## src/csvt_pkg.sv

```systemverilog
`default_nettype none

package csvt_pkg;

	localparam int MAX_FIELDS_DEF = 64;
	localparam int RES_DEPTH = 4;

	localparam logic [7:0] CH_COMMA = 8'h2C;
	localparam logic [7:0] CH_QUOTE = 8'h22;

	localparam logic [1:0] KIND_DATA = 2'd0;
	localparam logic [1:0] KIND_FEND = 2'd1;
	localparam logic [1:0] KIND_LEND = 2'd2;

	localparam logic [1:0] ST_OK      = 2'd0;
	localparam logic [1:0] ST_EMPTY   = 2'd1;
	localparam logic [1:0] ST_UNTERM  = 2'd2;

	localparam logic [6:0] CAP_RESET = 7'd1;

	typedef struct packed {
		logic [1:0] kind;
		logic [7:0] data_byte;
		logic [5:0] field_index;
		logic [1:0] line_status;
		logic [6:0] pad_fields;
		logic       last;
	} res_t;

	function automatic res_t mk_data(input logic [7:0] b, input logic [5:0] idx);
		res_t r;
		r = '0;
		r.kind = KIND_DATA;
		r.data_byte = b;
		r.field_index = idx;
		return r;
	endfunction

	function automatic res_t mk_fend(input logic [5:0] idx);
		res_t r;
		r = '0;
		r.kind = KIND_FEND;
		r.field_index = idx;
		return r;
	endfunction

	function automatic res_t mk_lend(input logic [1:0] status, input logic [6:0] pad);
		res_t r;
		r = '0;
		r.kind = KIND_LEND;
		r.line_status = status;
		r.pad_fields = pad;
		return r;
	endfunction

endpackage

`default_nettype wire

```

## src/csvt_if.sv

```systemverilog
`default_nettype none

interface csvt_in_if;
	logic       valid;
	logic       ready;
	logic       cmd;
	logic [7:0] ch;

	modport source (output valid, output cmd, output ch, input ready);
	modport sink (input valid, input cmd, input ch, output ready);
endinterface

interface csvt_out_if;
	logic       valid;
	logic       ready;
	logic [1:0] kind;
	logic [7:0] data_byte;
	logic [5:0] field_index;
	logic [1:0] line_status;
	logic [6:0] pad_fields;
	logic       last;

	modport source (output valid, output kind, output data_byte, output field_index,
		output line_status, output pad_fields, output last, input ready);
	modport sink (input valid, input kind, input data_byte, input field_index,
		input line_status, input pad_fields, input last, output ready);
endinterface

interface csvt_cfg_if;
	logic       valid;
	logic       ready;
	logic [6:0] expected_fields;

	modport source (output valid, output expected_fields, input ready);
	modport sink (input valid, input expected_fields, output ready);
endinterface

`default_nettype wire

```

## src/csv_line_field_tokenizer.sv

```systemverilog
`default_nettype none
// the input transaction is registered in the input stage and its results are then written
// into the result queue, whose head drives the output
// throughput: one input transaction per cycle while each yields at most one result and the
// output keeps up; an item with two results (held quote and follower, or field end and line
// end) takes two output transactions, so a run of them is held back behind the 4-entry queue
// reset: parser back to field start, field count zero, expected_fields back to 1, queue empty

module csv_line_field_tokenizer #(
	parameter int MAX_FIELDS = csvt_pkg::MAX_FIELDS_DEF
) (
	input  wire logic   clk,
	input  wire logic   arst_n,
	csvt_in_if.sink     bytes,
	csvt_out_if.source  results,
	csvt_cfg_if.sink    cfg
);

	// fields_done holds up to MAX_FIELDS; cap math is done at least 7 bits wide
	localparam int FW = $clog2(MAX_FIELDS + 1);
	localparam int CW = (FW > 7) ? FW : 7;

	typedef enum logic [4:0] {
		M_START  = 5'b00001,
		M_UNQ    = 5'b00010,
		M_QUOTED = 5'b00100,
		M_QSEEN  = 5'b01000,
		M_SKIP   = 5'b10000
	} mode_t;

	// configuration register, always ready
	logic [6:0] expected_fields_q;

	assign cfg.ready = 1'b1;

	always_ff @(posedge clk or negedge arst_n) begin
		if (!arst_n) begin
			expected_fields_q <= csvt_pkg::CAP_RESET;
		end else if (cfg.valid) begin
			expected_fields_q <= cfg.expected_fields;
		end
	end

	// input register stage
	logic       valid_s1;
	logic       cmd_s1;
	logic [7:0] ch_s1;
	logic       room2;
	logic       adv_s1;

	assign adv_s1 = valid_s1 && room2;
	assign bytes.ready = !valid_s1 || room2;

	always_ff @(posedge clk or negedge arst_n) begin
		if (!arst_n) begin
			valid_s1 <= 1'b0;
		end else if (bytes.ready) begin
			valid_s1 <= bytes.valid;
		end
	end

	always_ff @(posedge clk) begin
		if (bytes.ready && bytes.valid) begin
			cmd_s1 <= bytes.cmd;
			ch_s1 <= bytes.ch;
		end
	end

	// parser state, updated when the staged item moves into the result queue
	mode_t         mode_q;
	logic [FW-1:0] fields_done_q;
	logic          after_sep_q;

	mode_t         mode_d;
	logic [FW-1:0] fields_done_d;
	logic          after_sep_d;

	// effective cap: zero acts as one, clamp to MAX_FIELDS
	logic [CW-1:0] cap;
	logic [CW-1:0] fd_ext;
	logic [CW-1:0] fd_inc_ext;
	logic [FW-1:0] fd_inc;
	logic [5:0]    idx;
	mode_t         mode_eff;

	always_comb begin
		if (expected_fields_q == 7'd0) begin
			cap = CW'(1);
		end else if (CW'(expected_fields_q) > CW'(MAX_FIELDS)) begin
			cap = CW'(MAX_FIELDS);
		end else begin
			cap = CW'(expected_fields_q);
		end
	end

	assign fd_ext = CW'(fields_done_q);
	assign fd_inc = fields_done_q + 1'b1;
	assign fd_inc_ext = CW'(fd_inc);
	assign idx = fd_ext[5:0];
	// once the cap is reached the rest of the line is dropped
	assign mode_eff = (mode_q != M_SKIP && fd_ext >= cap) ? M_SKIP : mode_q;

	csvt_pkg::res_t r0;
	csvt_pkg::res_t r1;
	logic [1:0]     n_res;
	logic [1:0]     status;
	logic [CW-1:0]  fd_end;
	logic [CW-1:0]  pad_w;

	always_comb begin
		r0 = '0;
		r1 = '0;
		n_res = 2'd0;
		status = csvt_pkg::ST_OK;
		fd_end = fd_ext;
		pad_w = '0;
		mode_d = mode_eff;
		fields_done_d = fields_done_q;
		after_sep_d = after_sep_q;

		if (!cmd_s1) begin
			case (mode_eff)
				M_START: begin
					after_sep_d = 1'b0;
					if (ch_s1 == csvt_pkg::CH_QUOTE) begin
						mode_d = M_QUOTED;
					end else if (ch_s1 == csvt_pkg::CH_COMMA) begin
						// empty field
						r0 = csvt_pkg::mk_fend(idx);
						n_res = 2'd1;
						fields_done_d = fd_inc;
						after_sep_d = 1'b1;
						mode_d = (fd_inc_ext >= cap) ? M_SKIP : M_START;
					end else begin
						r0 = csvt_pkg::mk_data(ch_s1, idx);
						n_res = 2'd1;
						mode_d = M_UNQ;
					end
				end
				M_UNQ: begin
					if (ch_s1 == csvt_pkg::CH_COMMA) begin
						r0 = csvt_pkg::mk_fend(idx);
						n_res = 2'd1;
						fields_done_d = fd_inc;
						after_sep_d = 1'b1;
						mode_d = (fd_inc_ext >= cap) ? M_SKIP : M_START;
					end else begin
						r0 = csvt_pkg::mk_data(ch_s1, idx);
						n_res = 2'd1;
					end
				end
				M_QUOTED: begin
					if (ch_s1 == csvt_pkg::CH_QUOTE) begin
						mode_d = M_QSEEN;
					end else begin
						r0 = csvt_pkg::mk_data(ch_s1, idx);
						n_res = 2'd1;
					end
				end
				M_QSEEN: begin
					if (ch_s1 == csvt_pkg::CH_COMMA) begin
						// closing quote confirmed
						r0 = csvt_pkg::mk_fend(idx);
						n_res = 2'd1;
						fields_done_d = fd_inc;
						after_sep_d = 1'b1;
						mode_d = (fd_inc_ext >= cap) ? M_SKIP : M_START;
					end else begin
						// doubled quote collapses, a lone quote is kept with its follower
						r0 = csvt_pkg::mk_data(csvt_pkg::CH_QUOTE, idx);
						n_res = 2'd1;
						if (ch_s1 != csvt_pkg::CH_QUOTE) begin
							r1 = csvt_pkg::mk_data(ch_s1, idx);
							n_res = 2'd2;
						end
						mode_d = M_QUOTED;
					end
				end
				default: begin
				end
			endcase
		end else begin
			// end of line: close the open field, then report
			case (mode_eff)
				M_START: begin
					if (after_sep_q) begin
						r0 = csvt_pkg::mk_fend(idx);
						n_res = 2'd1;
						fd_end = fd_inc_ext;
					end else if (fields_done_q == '0) begin
						status = csvt_pkg::ST_EMPTY;
					end
				end
				M_UNQ, M_QSEEN: begin
					r0 = csvt_pkg::mk_fend(idx);
					n_res = 2'd1;
					fd_end = fd_inc_ext;
				end
				M_QUOTED: begin
					status = csvt_pkg::ST_UNTERM;
				end
				default: begin
				end
			endcase
			if (status == csvt_pkg::ST_OK && fd_end < cap) begin
				pad_w = cap - fd_end;
			end
			if (n_res == 2'd1) begin
				r1 = csvt_pkg::mk_lend(status, pad_w[6:0]);
				n_res = 2'd2;
			end else begin
				r0 = csvt_pkg::mk_lend(status, pad_w[6:0]);
				n_res = 2'd1;
			end
			mode_d = M_START;
			fields_done_d = '0;
			after_sep_d = 1'b0;
		end

		if (n_res == 2'd1) begin
			r0.last = 1'b1;
		end else if (n_res == 2'd2) begin
			r1.last = 1'b1;
		end
	end

	always_ff @(posedge clk or negedge arst_n) begin
		if (!arst_n) begin
			mode_q <= M_START;
			fields_done_q <= '0;
			after_sep_q <= 1'b0;
		end else if (adv_s1) begin
			mode_q <= mode_d;
			fields_done_q <= fields_done_d;
			after_sep_q <= after_sep_d;
		end
	end

	// result queue, one result per output transaction
	csvt_pkg::res_t head;
	logic           head_valid;

	csvt_res_fifo u_res_fifo (
		.clk        (clk),
		.arst_n     (arst_n),
		.push_cnt   (adv_s1 ? n_res : 2'd0),
		.push_a     (r0),
		.push_b     (r1),
		.room2      (room2),
		.head_valid (head_valid),
		.head       (head),
		.pop        (results.ready)
	);

	assign results.valid = head_valid;
	assign results.kind = head.kind;
	assign results.data_byte = head.data_byte;
	assign results.field_index = head.field_index;
	assign results.line_status = head.line_status;
	assign results.pad_fields = head.pad_fields;
	assign results.last = head.last;

endmodule

`default_nettype wire

```

## src/csvt_res_fifo.sv

```systemverilog
`default_nettype none

module csvt_res_fifo (
	input  wire logic              clk,
	input  wire logic              arst_n,
	input  wire logic [1:0]        push_cnt,
	input  csvt_pkg::res_t         push_a,
	input  csvt_pkg::res_t         push_b,
	output logic                   room2,
	output logic                   head_valid,
	output csvt_pkg::res_t         head,
	input  wire logic              pop
);

	localparam int AW = $clog2(csvt_pkg::RES_DEPTH);
	localparam int CW = $clog2(csvt_pkg::RES_DEPTH + 1);

	csvt_pkg::res_t mem_q [csvt_pkg::RES_DEPTH];
	logic [AW-1:0] wr_ptr_q;
	logic [AW-1:0] rd_ptr_q;
	logic [CW-1:0] count_q;
	logic          do_pop;
	logic [AW-1:0] wr_ptr_p1;

	assign do_pop = pop && (count_q != '0);
	assign wr_ptr_p1 = wr_ptr_q + 1'b1;
	assign room2 = (count_q <= CW'(csvt_pkg::RES_DEPTH - 2));
	assign head_valid = (count_q != '0);
	assign head = mem_q[rd_ptr_q];

	always_ff @(posedge clk) begin
		if (push_cnt != 2'd0) begin
			mem_q[wr_ptr_q] <= push_a;
		end
		if (push_cnt == 2'd2) begin
			mem_q[wr_ptr_p1] <= push_b;
		end
	end

	always_ff @(posedge clk or negedge arst_n) begin
		if (!arst_n) begin
			wr_ptr_q <= '0;
			rd_ptr_q <= '0;
			count_q <= '0;
		end else begin
			wr_ptr_q <= wr_ptr_q + AW'(push_cnt);
			if (do_pop) begin
				rd_ptr_q <= rd_ptr_q + 1'b1;
			end
			count_q <= count_q + CW'(push_cnt) - CW'(do_pop);
		end
	end

endmodule

`default_nettype wire

```

## src/flat_wrapper.sv

```systemverilog
// flat-port wrapper written by rule: the top's interface ports become plain ports
module csv_line_field_tokenizer_flat 
#(
	parameter int MAX_FIELDS = csvt_pkg::MAX_FIELDS_DEF
)
  (clk, arst_n, bytes_valid, bytes_cmd, bytes_ch, bytes_ready, results_valid, results_kind, results_data_byte, results_field_index, results_line_status, results_pad_fields, results_last, results_ready, cfg_valid, cfg_expected_fields, cfg_ready);
  csvt_in_if bytes_i ();
  csvt_out_if results_i ();
  csvt_cfg_if cfg_i ();
  input  wire logic clk;
  input  wire logic arst_n;
  input wire logic [$bits(bytes_i.valid)-1:0] bytes_valid;
  input wire logic [$bits(bytes_i.cmd)-1:0] bytes_cmd;
  input wire logic [$bits(bytes_i.ch)-1:0] bytes_ch;
  output wire logic [$bits(bytes_i.ready)-1:0] bytes_ready;
  output wire logic [$bits(results_i.valid)-1:0] results_valid;
  output wire logic [$bits(results_i.kind)-1:0] results_kind;
  output wire logic [$bits(results_i.data_byte)-1:0] results_data_byte;
  output wire logic [$bits(results_i.field_index)-1:0] results_field_index;
  output wire logic [$bits(results_i.line_status)-1:0] results_line_status;
  output wire logic [$bits(results_i.pad_fields)-1:0] results_pad_fields;
  output wire logic [$bits(results_i.last)-1:0] results_last;
  input wire logic [$bits(results_i.ready)-1:0] results_ready;
  input wire logic [$bits(cfg_i.valid)-1:0] cfg_valid;
  input wire logic [$bits(cfg_i.expected_fields)-1:0] cfg_expected_fields;
  output wire logic [$bits(cfg_i.ready)-1:0] cfg_ready;
  assign bytes_i.valid = bytes_valid;
  assign bytes_i.cmd = bytes_cmd;
  assign bytes_i.ch = bytes_ch;
  assign bytes_ready = bytes_i.ready;
  assign results_valid = results_i.valid;
  assign results_kind = results_i.kind;
  assign results_data_byte = results_i.data_byte;
  assign results_field_index = results_i.field_index;
  assign results_line_status = results_i.line_status;
  assign results_pad_fields = results_i.pad_fields;
  assign results_last = results_i.last;
  assign results_i.ready = results_ready;
  assign cfg_i.valid = cfg_valid;
  assign cfg_i.expected_fields = cfg_expected_fields;
  assign cfg_ready = cfg_i.ready;
  csv_line_field_tokenizer #(.MAX_FIELDS(MAX_FIELDS)) u_core (.clk(clk), .arst_n(arst_n), .bytes(bytes_i), .results(results_i), .cfg(cfg_i));
endmodule
```

## config.mk

```make
export PLATFORM = sky130hd
export DESIGN_NAME = csv_line_field_tokenizer_flat
export DESIGN_NICKNAME = d
export VERILOG_FILES = /design/src/csvt_pkg.sv /design/src/csvt_if.sv /design/src/csv_line_field_tokenizer.sv /design/src/csvt_res_fifo.sv /design/src/flat_wrapper.sv
export SDC_FILE = /design/constraint.sdc
export NUM_CORES = 1
export LEC_CHECK = 0
export BUFFER_PORTS_ARGS = -buffer_cell sky130_fd_sc_hd__buf_4
export CORE_ASPECT_RATIO = 0.9
export CORE_MARGIN = 2
export CORE_UTILIZATION = 35
export DETAILED_ROUTE_END_ITERATION = 8
export MAX_ROUTING_LAYER = met4
export PLACE_DENSITY = 0.57
export SYNTH_ARGS = -nofsm -noshare
export SYNTH_HDL_FRONTEND = slang
export SYNTH_SLANG_ARGS = --single-unit
```

## constraint.sdc

```tcl
create_clock -name clk -period 6.2 [get_ports clk]
set_input_delay 1.24 -clock clk [delete_from_list [all_inputs] [get_ports clk]]
set_output_delay 1.24 -clock clk [all_outputs]
set_load 0.02 [all_outputs]
```

; Word-level counts from Yosys, hierarchy flattened
; Memory sizes are Yosys's and may differ from the RTL's.
; Index checks and enable logic that the tools add are counted.
; Widths: inputs -> output; s select.
[op_classes]
eq_ne = 14
n_lt_le_gt_ge = 5
mux = 59
reduce_logical = 17
n_addsub = 7
[op_table]
columns = cell, n
row1 = $mux 26, 7
row2 = $pmux 26 s4, 1
row3 = $mux 25, 3
row4 = $mux 7, 8
row5 = $pmux 26 s2, 1
row6 = $mux 24, 2
row7 = $mux 5, 8
row8 = $pmux 7 s2, 2
row9 = $pmux 5 s4, 1
row10 = $eq 8x6->1 const B, 2
row11 = $mux 2, 8
row12 = $ge 7x7->1, 2
row13 = $logic_not 7->1, 2
row14 = $mux 1, 14
row15 = $ne 8x6->1 const B, 1
row16 = $pmux 2 s2, 2
row17 = $add 7x1->7 const B, 1
row18 = $gt 7x7->1 const B, 1
row19 = $lt 7x7->1, 1
row20 = $sub 7x7->7, 1
row21 = $pmux 2 s3, 1
row22 = $reduce_and 3->1, 2
row23 = $reduce_bool 3->1, 2
row24 = $eq 5x1->1 const B, 1
row25 = 20 further kinds, 28
[totals]
ramBits = 104
in_bits = 21
ff_bits = 37
n_memories = 1
[mem_list]
columns = memory, depth, width, read_ports, rd_clocked_by_memory_dff, wr, line
row1 = u_core.u_res_fifo.mem_q, 4, 26, 1, 0, 2, csvt_res_fifo.sv:18  ; csvt_pkg::res_t mem_q [csvt_pkg::RES_DEPTH];

; Depth between registers and ports, before layout
; Gate-level depths: netlist (run 1).
[logic_depth]
depth_word = 17
mapped_depth = 21
mapped_depth_nobuf = 20

; Cells and area by module
; Synthesis (run 1) repeated with hierarchy kept, for this count alone.
[hier_totals]
cells_unflattened = 646
hier_area_um2 = 8375.5
[modules_own_cells]
columns = mod, n_inst, area_per_inst_um2, seq_area_each_um2, cells_each
row1 = csvt_res_fifo, 1, 5492.8, 3298.2, 296
row2 = csv_line_field_tokenizer, 1, 2882.8, 798.3, 350

; Least setup slack after synthesis (run 1)
; No wires, ideal clock.
[synth_timing]
kind = reg-to-reg
from = register u_core.expected_fields_q[3]
to = memory u_core.u_res_fifo.mem_q[0][7] in the netlist's numbering, data pin
stages_incl_launch_ff = 21
setup_time_ns = 0.279
arrival_ns = 4.186
path_slack_ns = 1.735
cell_sequence = dfrtp_1 > or4_1 > nor2_1 > o21a_1 > ha_1 > nand2b_1 > a31oi_1 > o21ai_1 > clkbuf_1 > a21oi_1 > nor2_1 > a31oi_1 > ha_1 > inv_1 > fa_1 > a21o_1 > a21oi_1 > nor2b_1 > o21a_1 > o311ai_0 > nor2_1
[synth_lines]
columns = item, line
row1 = "start, declared", csv_line_field_tokenizer.sv:32  ; logic [6:0] expected_fields_q;
row2 = "start signal, assigned", csv_line_field_tokenizer.sv:38  ; expected_fields_q <= csvt_pkg::CAP_RESET;
row3 = "start signal, assigned", csv_line_field_tokenizer.sv:40  ; expected_fields_q <= cfg.expected_fields;
row4 = "end, declared", csvt_res_fifo.sv:18

==> results_dict.tcl, run 1 <==
set metrics [dict create \
    hold_violations 0 \
    slew_headroom 0.2200 \
    hpwl_mm 13.68 \
    drtIter0Drc 525 \
    cts_tree "yes" \
    met3WireLength_um 994 \
    overflow 0 \
    finalCritPeriodShare 0.8544 \
    finish.net_count 743 \
    area_delta_synth_final_pct 15.30 \
    top_layer "met4" \
    first_pass_iters 5 \
    synth_edf_count 109 \
    clock_latency_ns 0.43 \
    diodes 0 \
    clock_path_buffers 2 \
    core_area_um2 21500 \
    m1WireLength_mm 8.812 \
    wl_mm 19.57 \
    antenna_found_initial 0 \
    postSynth.asyncResetShare 0.1986 \
    cts_hold_buf 0 \
    finalSetupTns_ns 0 \
    grt_pass1_vias 5565 \
    critPathKind "reg -> reg" \
    final_util 0.4092 \
    drive_above_1_share 0.1830 \
    portBuffers 48 \
    cap_violations 0 \
    post-cts-setup-buffers 0 \
    ys_types 63 \
    ys_warn_count 0 \
    start_kind "flip-flop" \
    die_area_um2 23010 \
    htreeDepth 4 \
    fin_ws_ns 0.9029 \
    ant_nets 0 \
    ioPinCount 50 \
    fmax_mhz 188.8 \
    power.density_nw_per_um2 462.6 \
    ys_ff_latch 141 \
    cp.arrival_ns 5.44 \
    drc 0 \
    syn_nets 709 \
    tightest_slew_ns 1.162 \
    viasPerCell 5.533 \
    row_count 51 \
    route.detailed.wl_per_inst_um 19.65 \
    hp-class "reg -> reg" \
    finalNonFillerCells 996 \
    postCtsResizedCells 0 \
    numCtsBuffers 17 \
    grt_pass1_wl_mm 30.65 \
    end_kind "flip-flop" \
    finalClockSkew_ns 0.008207 \
    dieWidth_um 159.7 \
    rsz0062_at_grt "false" \
    gp_congestion 0.8789 \
    cp.required_ns 6.35 \
    dr_wl_met2_mm 9.370 \
    synth_area_um2 7632 \
    cts.sinks 141 \
    peakVddDrop_uv 154.4 \
    slew_viol_final 0 \
    grt_max_degree 29 \
    die_height_um 144.1 \
    synth_ff_type "edfxtp_1" \
    crit_fanout 17 \
    initial_utilization 0.3549 \
    dp.cells 964 \
    clock-root-buffer "clkbuf_16" \
    avgSynthCellArea_um2 11.60 \
    pre_cts_slack_ns 1.008 \
    leakage_nw 3.208 \
    clk_pin_slew_worst_paths_ns 0.06 \
    via_count 5511 \
    seq_area_frac_synth 0.5315 \
    synthCells 658 \
    status "completed" \
    min_period_ns 5.297 \
    grt_usage 0.1800 \
    finalSetupViolations 0 \
]
cell usage in the layout, fill, tap and decap left out, types with 18 or more instances in the layout:
cell      instances
edfxtp_1        109
nor2_1           71
nand2_1          61
buf_4            53
and2_1           31
o21ai_0          31
ha_1             28
mux4_2           26
dfrtp_1          25
inv_1            23
o22ai_1          20
nand3_1          18
area by class of cell:
| cell class | count | area, um^2 |
|---|---|---|
| tap | 291 | 364.1 |
| clock inverter | 13 | 140.1 |
| multi-input combinational | 455 | 3317 |
| clock buffer | 19 | 432.9 |
| timing repair buffer | 53 | 397.9 |
| sequential | 141 | 4058 |
| inverter | 24 | 90.09 |
| fill | 2026 | 12700 |
layer usage:
metal | global-route usage | up-vias
met1 | 0.2277 | 2753
met5 | - | -
met4 | 0.06459 | 0
met3 | 0.03413 | 31
li1 | - | 2525
met2 | 0.2921 | 202
cell usage after synthesis, drive strengths merged (4+ instances only):
| cell | number | area, um^2 |
|---|---|---|
| a22o | 17 | 148.9 |
| o211ai | 4 | 30.03 |
| a21oi | 18 | 93.84 |
| nand4 | 5 | 31.28 |
| nand3 | 19 | 100.1 |
| dfrtp | 26 | 650.6 |
| a31oi | 5 | 31.28 |
| a21o | 4 | 30.03 |
| mux2 | 6 | 67.56 |
| clkbuf | 25 | 93.84 |
| ha | 28 | 350.3 |
| o22ai | 20 | 125.1 |
| xnor2 | 12 | 105.1 |
| nor3 | 12 | 60.06 |
| buf | 13 | 75.07 |
| nor2 | 71 | 266.5 |
| o21ai | 34 | 170.2 |
| o32ai | 4 | 65.06 |
| or4 | 4 | 30.03 |
| mux4 | 26 | 585.6 |
| nand2 | 61 | 229.0 |
| xor2 | 11 | 96.34 |
| o21a | 4 | 30.03 |
| or3 | 4 | 30.03 |
| inv | 23 | 86.33 |
| nand2b | 7 | 43.79 |
| a211oi | 4 | 30.03 |
| a21boi | 4 | 30.03 |
| dfxtp | 4 | 80.08 |
| and2 | 31 | 193.9 |
| and3 | 4 | 25.02 |
| edfxtp | 109 | 3273 |
through the flow:
stage                     hold WS [ns]  power (mW)  area (um^2)
after global placement          0.4679       3.042         8227
after CTS                       0.4753       4.095         8800
after detailed placement        0.4668       3.087         8227
after floorplan                 0.4604       2.530         7632
final                           0.4708       4.070         8800
after global routing            0.4873       4.291         8800
path summary, 6_finish.rpt:
kind | endpoint | slack (ns) | startpoint | cells after the start
min reg2reg | u_core.u_res_fifo.rd_ptr_q[1]$_DFFE_PN0P_ | 0.47 | u_core.u_res_fifo.rd_ptr_q[1]$_DFFE_PN0P_ | 1
max reg2reg | u_core.u_res_fifo.mem_q[0][7]$_DFFE_PP_ | 0.90 | u_core.expected_fields_q[3]$_DFFE_PN0P_ | 18
max in group asynchronous | u_core.mode_q[0]$_DFFE_PN1P_ | 5.15 | arst_n | 1
min | u_core.u_res_fifo.rd_ptr_q[1]$_DFFE_PN0P_ | 0.47 | u_core.u_res_fifo.rd_ptr_q[1]$_DFFE_PN0P_ | 1
min in group asynchronous | u_core.expected_fields_q[1]$_DFFE_PN0P_ | 0.73 | arst_n | 1
max | u_core.u_res_fifo.mem_q[0][7]$_DFFE_PP_ | 0.90 | u_core.expected_fields_q[3]$_DFFE_PN0P_ | 18
registers in the layout, summed over array words and instances (netlist names):
signal and cells:
u_core.fd_ext 7, u_core.expected_fields_q 7, u_core.u_res_fifo.mem_q 104, u_core.mode_q 5
u_core.u_res_fifo.wr_ptr_q 2, u_core.cmd_s1 1, u_core.u_res_fifo.rd_ptr_q 2, u_core.after_sep_q 1
u_core.valid_s1 1, u_core.u_res_fifo.count_q 3, u_core.ch_s1 8
power by group:
part,leakage [nW],switching [mW],internal (mW)
clock,0.272,0.412,0.594
combinational,1.54,0.961,0.654
sequential,1.39,0.208,1.24
critical path, cell delays in order (launching register included):
cell	delay [ns]
dfrtp_1	0.39
or4_1	0.53
nor2_1	0.10
o21a_1	0.16
ha_1	0.14
nand2b_1	0.10
a31oi_1	0.11
o21ai_1	0.92
nor2_1	0.16
a31oi_1	0.26
ha_1	0.21
inv_1	0.07
fa_1	0.43
a21o_1	0.19
a21oi_1	0.24
nor2b_1	0.09
o21a_1	0.18
o311ai_0	0.61
nor2_1	0.12
logic make-up after synthesis:
group                      count (synthesis)  share of synthesized area
and+or+nand+nor                          236                     0.1513
DFF                                      141                     0.5315
xor gates and xnor gates                  23                    0.02639
adders and majority gates                 30                    0.05115
other                                      1                  0.0004913
buffers and inverters                     62                    0.03393
muxes                                     34                    0.08820
AOI/OAI and AO/OA                        131                     0.1171
No activity file was read; power rests on OpenSTA's default activity.
==> inputs of run 2 (changes only) <==
- ABC_AREA: not set -> 1
- CORE_ASPECT_RATIO: 0.9 -> 0.8
==> results_dict.tcl, run 2 <==
set metrics [dict create \
    die_area_um2 25480 \
    cap_violations 0 \
    finalSetupViolations 0 \
    synthTopCellsByCount "nand2_1 (194), nor2_1 (117), edfxtp_1 (109)" \
    die_height_um 143.2 \
    leakage_nw 3.928 \
    synthCells 1003 \
    critPathKind "reg -> reg" \
    grt_usage 0.2049 \
    initial_utilization 0.3594 \
    slowest_stage "fa_1" \
    cts_tree "yes" \
    syn_nets 1054 \
    yosysMostFrequentCell "nand2_1" \
    first_pass_iters 7 \
    synth_edf_count 109 \
    synth_area_um2 8476 \
    ys_ff_latch 141 \
    peakVddDrop_uv 196.9 \
    hp-class "reg -> reg" \
    hpwl_mm 16.25 \
    portBuffers 48 \
    hold_violations 0 \
    overflow 0 \
    postCtsResizedCells 0 \
    drtIter0Drc 700 \
    end_kind "flip-flop" \
    slew_headroom 0.1762 \
    gp_congestion 0.8385 \
    rsz0062_at_grt "false" \
    post-cts-setup-buffers 0 \
    grt_pass1_vias 6885 \
    power.density_nw_per_um2 500.2 \
    status "completed" \
    slowest_delay_ns 0.51 \
    start_kind "flip-flop" \
    wl_mm 24.47 \
    drc 0 \
    dp.cells 1325 \
    antenna_found_initial 0 \
    clock_latency_ns 0.43 \
    clock-root-buffer "clkbuf_16" \
    largest_registers "u_core.u_res_fifo.mem_q: 104 flops, u_core.ch_s1: 8 flops" \
    dieWidth_um 178.0 \
    largest-register "u_core.u_res_fifo.mem_q" \
    core_area_um2 23590 \
    cp.required_ns 6.47 \
    largest_reg_flops 104 \
    finalSetupTns_ns 0 \
    postSynth.asyncResetShare 0.1986 \
    diodes 0 \
    cp.arrival_ns 5.70 \
    cp_common_cell "nand2_1" \
    ant_nets 0 \
    ioPinCount 50 \
    finish.net_count 1083 \
    finalCritPeriodShare 0.8761 \
    fmax_mhz 184.1 \
    p_total_mw 4.832 \
    hold_ws_ns 0.4774 \
    finalClockSkew_ns 0.009010 \
    grt_pass1_wl_mm 38.64 \
    ys_types 48 \
    htreeDepth 4 \
    clk_pin_slew_worst_paths_ns 0.06 \
    area_delta_synth_final_pct 13.98 \
    synth_ff_type "edfxtp_1" \
    avgSynthCellArea_um2 8.450 \
    cts.sinks 141 \
    tightest_slew_ns 1.231 \
    synthTopCellsByArea "edfxtp_1 (39%), nand2_1 (8.6%), dfrtp_1 (7.7%)" \
    clock_path_buffers 2 \
    min_period_ns 5.432 \
    slew_viol_final 0 \
    route.detailed.wl_per_inst_um 18.03 \
    row_count 50 \
    netlist.area_leader.share 0.3862 \
    numCtsBuffers 17 \
    via_count 7324 \
    finalNonFillerCells 1357 \
    ys_warn_count 0 \
    seq_area_frac_synth 0.4786 \
    grt_max_degree 55 \
    crit_fanout 11 \
    layout_common_cells "nand2_1 (194), nor2_1 (117), edfxtp_1 (109)" \
    cts_hold_buf 0 \
    final_common_cell "nand2_1" \
    netlist.top_cell.by_area "edfxtp_1" \
    viasPerCell 5.397 \
    drive_above_1_share 0.1234 \
]
==> run 2: cell count changes after synthesis, moves of 30 or more <==
cell,delta
and2_1,-30
inv_1,+58
nand2_1,+133
nand3_1,+54
nor2_1,+46
o21ai_0,+67
o22ai_1,+63
==> run 2: cell type report <==
type	count	area, um^2
multi-input cells	722	3820
inverters	85	319.1
clock buffers	17	425.4
fillers	2360	13920
flip-flops and latches	141	4056
clock inverters	15	161.4
repair buffers	65	488.0
well taps	312	390.4
==> run 2: metrics by stage <==
stage,worst slack (ns),util,area (um^2)
2_1_floorplan,1.736,-,8476
6_report,0.7682,0.4096,9661
3_5_place_dp,0.8667,0.3847,9074
3_3_place_gp,0.9711,0.3847,9074
4_1_cts,0.8118,0.4096,9661
5_1_grt,0.1497,0.4096,9661
==> run 2: cells by family after synthesis <==
group                      after synthesis  share of synthesized area
other                                    1                  0.0004424
adders and majority gates               30                    0.04606
AOI/OAI and AO/OA                      243                     0.1649
buffers and inverters                  140                    0.07071
and+or+nand+nor                        435                     0.2259
xor gates and xnor gates                13                    0.01343
DFF                                    141                     0.4786
==> run 2: where the power goes <==
part / switching, mW / internal (mW) / total [mW]
registers: 0.133 / 1.31 / 1.44
clock network: 0.428 / 0.597 / 1.02
logic: 1.65 / 0.718 / 2.37
==> run 2: final timing paths <==
kind | from | end | slack [ns] | cells past startpoint
min in group asynchronous | arst_n | u_core.fd_ext[4]$_DFFE_PN0P_ | 0.73 | 1
hold / removal | u_core.u_res_fifo.mem_q[1][24]$_SDFFE_PP0P_ | u_core.u_res_fifo.mem_q[1][24]$_SDFFE_PP0P_ | 0.48 | 2
setup reg to reg | u_core.expected_fields_q[3]$_DFFE_PN0P_ | u_core.u_res_fifo.mem_q[0][7]$_DFFE_PP_ | 0.77 | 32
setup / recovery | u_core.expected_fields_q[3]$_DFFE_PN0P_ | u_core.u_res_fifo.mem_q[0][7]$_DFFE_PP_ | 0.77 | 32
hold reg to reg | u_core.u_res_fifo.mem_q[1][24]$_SDFFE_PP0P_ | u_core.u_res_fifo.mem_q[1][24]$_SDFFE_PP0P_ | 0.48 | 2
max in group asynchronous | arst_n | u_core.expected_fields_q[0]$_DFFE_PN1P_ | 5.15 | 1
==> run 2: worst max-delay path, delay by kind of cell (launching register included) <==
family,cells,cell delay (ns)
and+or+nand+nor,20,2.79
adders and majority gates,2,0.80
AOI/OAI and AO/OA,4,0.60
buffers and inverters,5,0.50
DFF,1,0.38
xor gates and xnor gates,1,0.20
==> run 2: routing by layer <==
layer,track usage,share of wire,vias up
li1,-,-,3577
met1,0.2945,0.48,3413
met2,0.2876,0.42,301
met3,0.04819,0.087,33
met4,0.05436,0.016,0
met5,-,0,-
==> inputs of run 3 (changes only) <==
- CORE_UTILIZATION: 35 -> 55
- PLACE_DENSITY: 0.57 -> 0.79
- clock period: 6.2 -> 6.5 ns (I/O delays scaled with it)
==> results_dict.tcl, run 3 (same netlist as run 2, synthesis figures left out) <==
set metrics [dict create \
    power.density_nw_per_um2 479.6 \
    die_height_um 115.0 \
    fmax_mhz 179.2 \
    post-cts-setup-buffers 0 \
    clock_latency_ns 0.43 \
    slowest_stage "fa_1" \
    peakVddDrop_uv 239.1 \
    via_count 7588 \
    seqCellArea_um2 4056 \
    drive_above_1_share 0.1155 \
    rsz0062_at_grt "false" \
    dieWidth_um 142.8 \
    dp.cells 1217 \
    finalSetupViolations 0 \
    swShare 0.4580 \
    power_frac_comb 0.493 \
    power_switching_mw 2.076 \
    area_delta_synth_final_pct 11.54 \
    cp.arrival_ns 5.81 \
    leakage_nw 3.893 \
    finalSetupTns_ns 0 \
    internal-power_mw 2.458 \
    slew_headroom 0.2354 \
    design_area_um2 9454 \
    pre_cts_slack_ns 1.138 \
    die_area_um2 16430 \
    overflow 0 \
    critPathKind "reg -> reg" \
    gp_congestion 0.9173 \
    clockPowerShare 0.203 \
    layout_common_cells "nand2_1 (194), nor2_1 (117), edfxtp_1 (109)" \
    portBuffers 48 \
    clock-root-buffer "clkbuf_16" \
    place_area_um2 8901 \
    numCtsBuffers 17 \
    finalClockSkew_ns 0.01056 \
    cp_common_cell "nand2_1" \
    slowest_delay_ns 0.53 \
    start_kind "flip-flop" \
    viasPerCell 6.075 \
    dr_wl_met2_mm 10.43 \
    diodes 0 \
    htreeDepth 4 \
    top_layer "met4" \
    tightest_slew_ns 1.143 \
    min_period_ns 5.582 \
    grt_pass1_vias 7064 \
    n_fill_cell 1288 \
    p_seq_frac 0.304 \
    first_pass_iters 5 \
    m1WireLength_mm 9.728 \
    fin_ws_ns 0.9184 \
    cts_tree "yes" \
    finish.net_count 1077 \
    multiInputGateArea_um2 3820 \
    slew_viol_final 0 \
    largest-register "u_core.u_res_fifo.mem_q" \
    grt_usage 0.3039 \
    hpwl_mm 15.30 \
    route.detailed.wl_per_inst_um 18.67 \
    hold_violations 0 \
    cts_hold_buf 0 \
    core_area_um2 15060 \
    antenna_found_initial 0 \
    wl_mm 23.31 \
    drtIter0Drc 1146 \
    finalCritPeriodShare 0.8587 \
    grt_max_degree 56 \
    grt_pass1_wl_mm 37.18 \
    drc 0 \
    finalNonFillerCells 1249 \
    clock_path_buffers 2 \
    final_common_cell "nand2_1" \
    row_count 40 \
    cap_violations 0 \
    largest_reg_flops 104 \
    hp-class "reg -> reg" \
    p_total_mw 4.534 \
    met3WireLength_mm 2.668 \
    ant_nets 0 \
    crit_fanout 11 \
    clk_pin_slew_worst_paths_ns 0.06 \
    initial_utilization 0.5626 \
    ioPinCount 50 \
    end_kind "flip-flop" \
    final_util 0.6276 \
    cp.required_ns 6.73 \
    hold_ws_ns 0.4733 \
    largest_registers "u_core.u_res_fifo.mem_q: 104 flops, u_core.ch_s1: 8 flops" \
    status "completed" \
    cts.sinks 141 \
    postCtsResizedCells 0 \
]
[run 3: worst paths after layout]
check                      slack (ns)                                          end                                        start  cells after the start
min in group asynchronous        0.78                 u_core.mode_q[2]$_DFFE_PN0P_                                       arst_n                      1
max                              0.92      u_core.u_res_fifo.mem_q[1][7]$_DFFE_PP_      u_core.expected_fields_q[3]$_DFFE_PN0P_                     32
max in group asynchronous        5.40      u_core.expected_fields_q[0]$_DFFE_PN1P_                                       arst_n                      1
max reg2reg                      0.92      u_core.u_res_fifo.mem_q[1][7]$_DFFE_PP_      u_core.expected_fields_q[3]$_DFFE_PN0P_                     32
min                              0.47  u_core.u_res_fifo.mem_q[1][24]$_SDFFE_PP0P_  u_core.u_res_fifo.mem_q[1][24]$_SDFFE_PP0P_                      2
min reg2reg                      0.47  u_core.u_res_fifo.mem_q[1][24]$_SDFFE_PP0P_  u_core.u_res_fifo.mem_q[1][24]$_SDFFE_PP0P_                      2
[run 3: power groups by stage]
stage                     registers, mW  clock network [mW]  logic, mW
final                              1.38               0.920       2.23
after global routing               1.41               0.960       2.43
after CTS                          1.38               0.916       2.20
after detailed placement           1.39                   0       2.19
after global placement             1.39                   0       2.15
after floorplan                    1.34                   0       1.56
[run 3: area by class of cell]
type | count | share of cell area
sequential | 141 | 0.4291
multi-input combinational | 722 | 0.4040
clock buffer | 24 | 0.05214
timing repair buffer | 59 | 0.04685
inverter | 85 | 0.03375
tap | 210 | 0.02779
clock inverter | 8 | 0.006353
[run 3: per-layer routing]
layer | global-route usage | vias up
met1 | 0.4120 | 3524
met5 | - | -
li1 | - | 3551
met4 | 0.1063 | 0
met3 | 0.09080 | 50
met2 | 0.4372 | 463
[run 3: worst max-delay path: cells and delay by family (launching register included)]
| kind | cells | cell delay (ns) |
|---|---|---|
| and+or+nand+nor | 21 | 3.03 |
| adders and majority gates | 2 | 0.82 |
| xor gates and xnor gates | 1 | 0.16 |
| DFF | 1 | 0.37 |
| buffers and inverters | 4 | 0.41 |
| AOI/OAI and AO/OA | 4 | 0.57 |
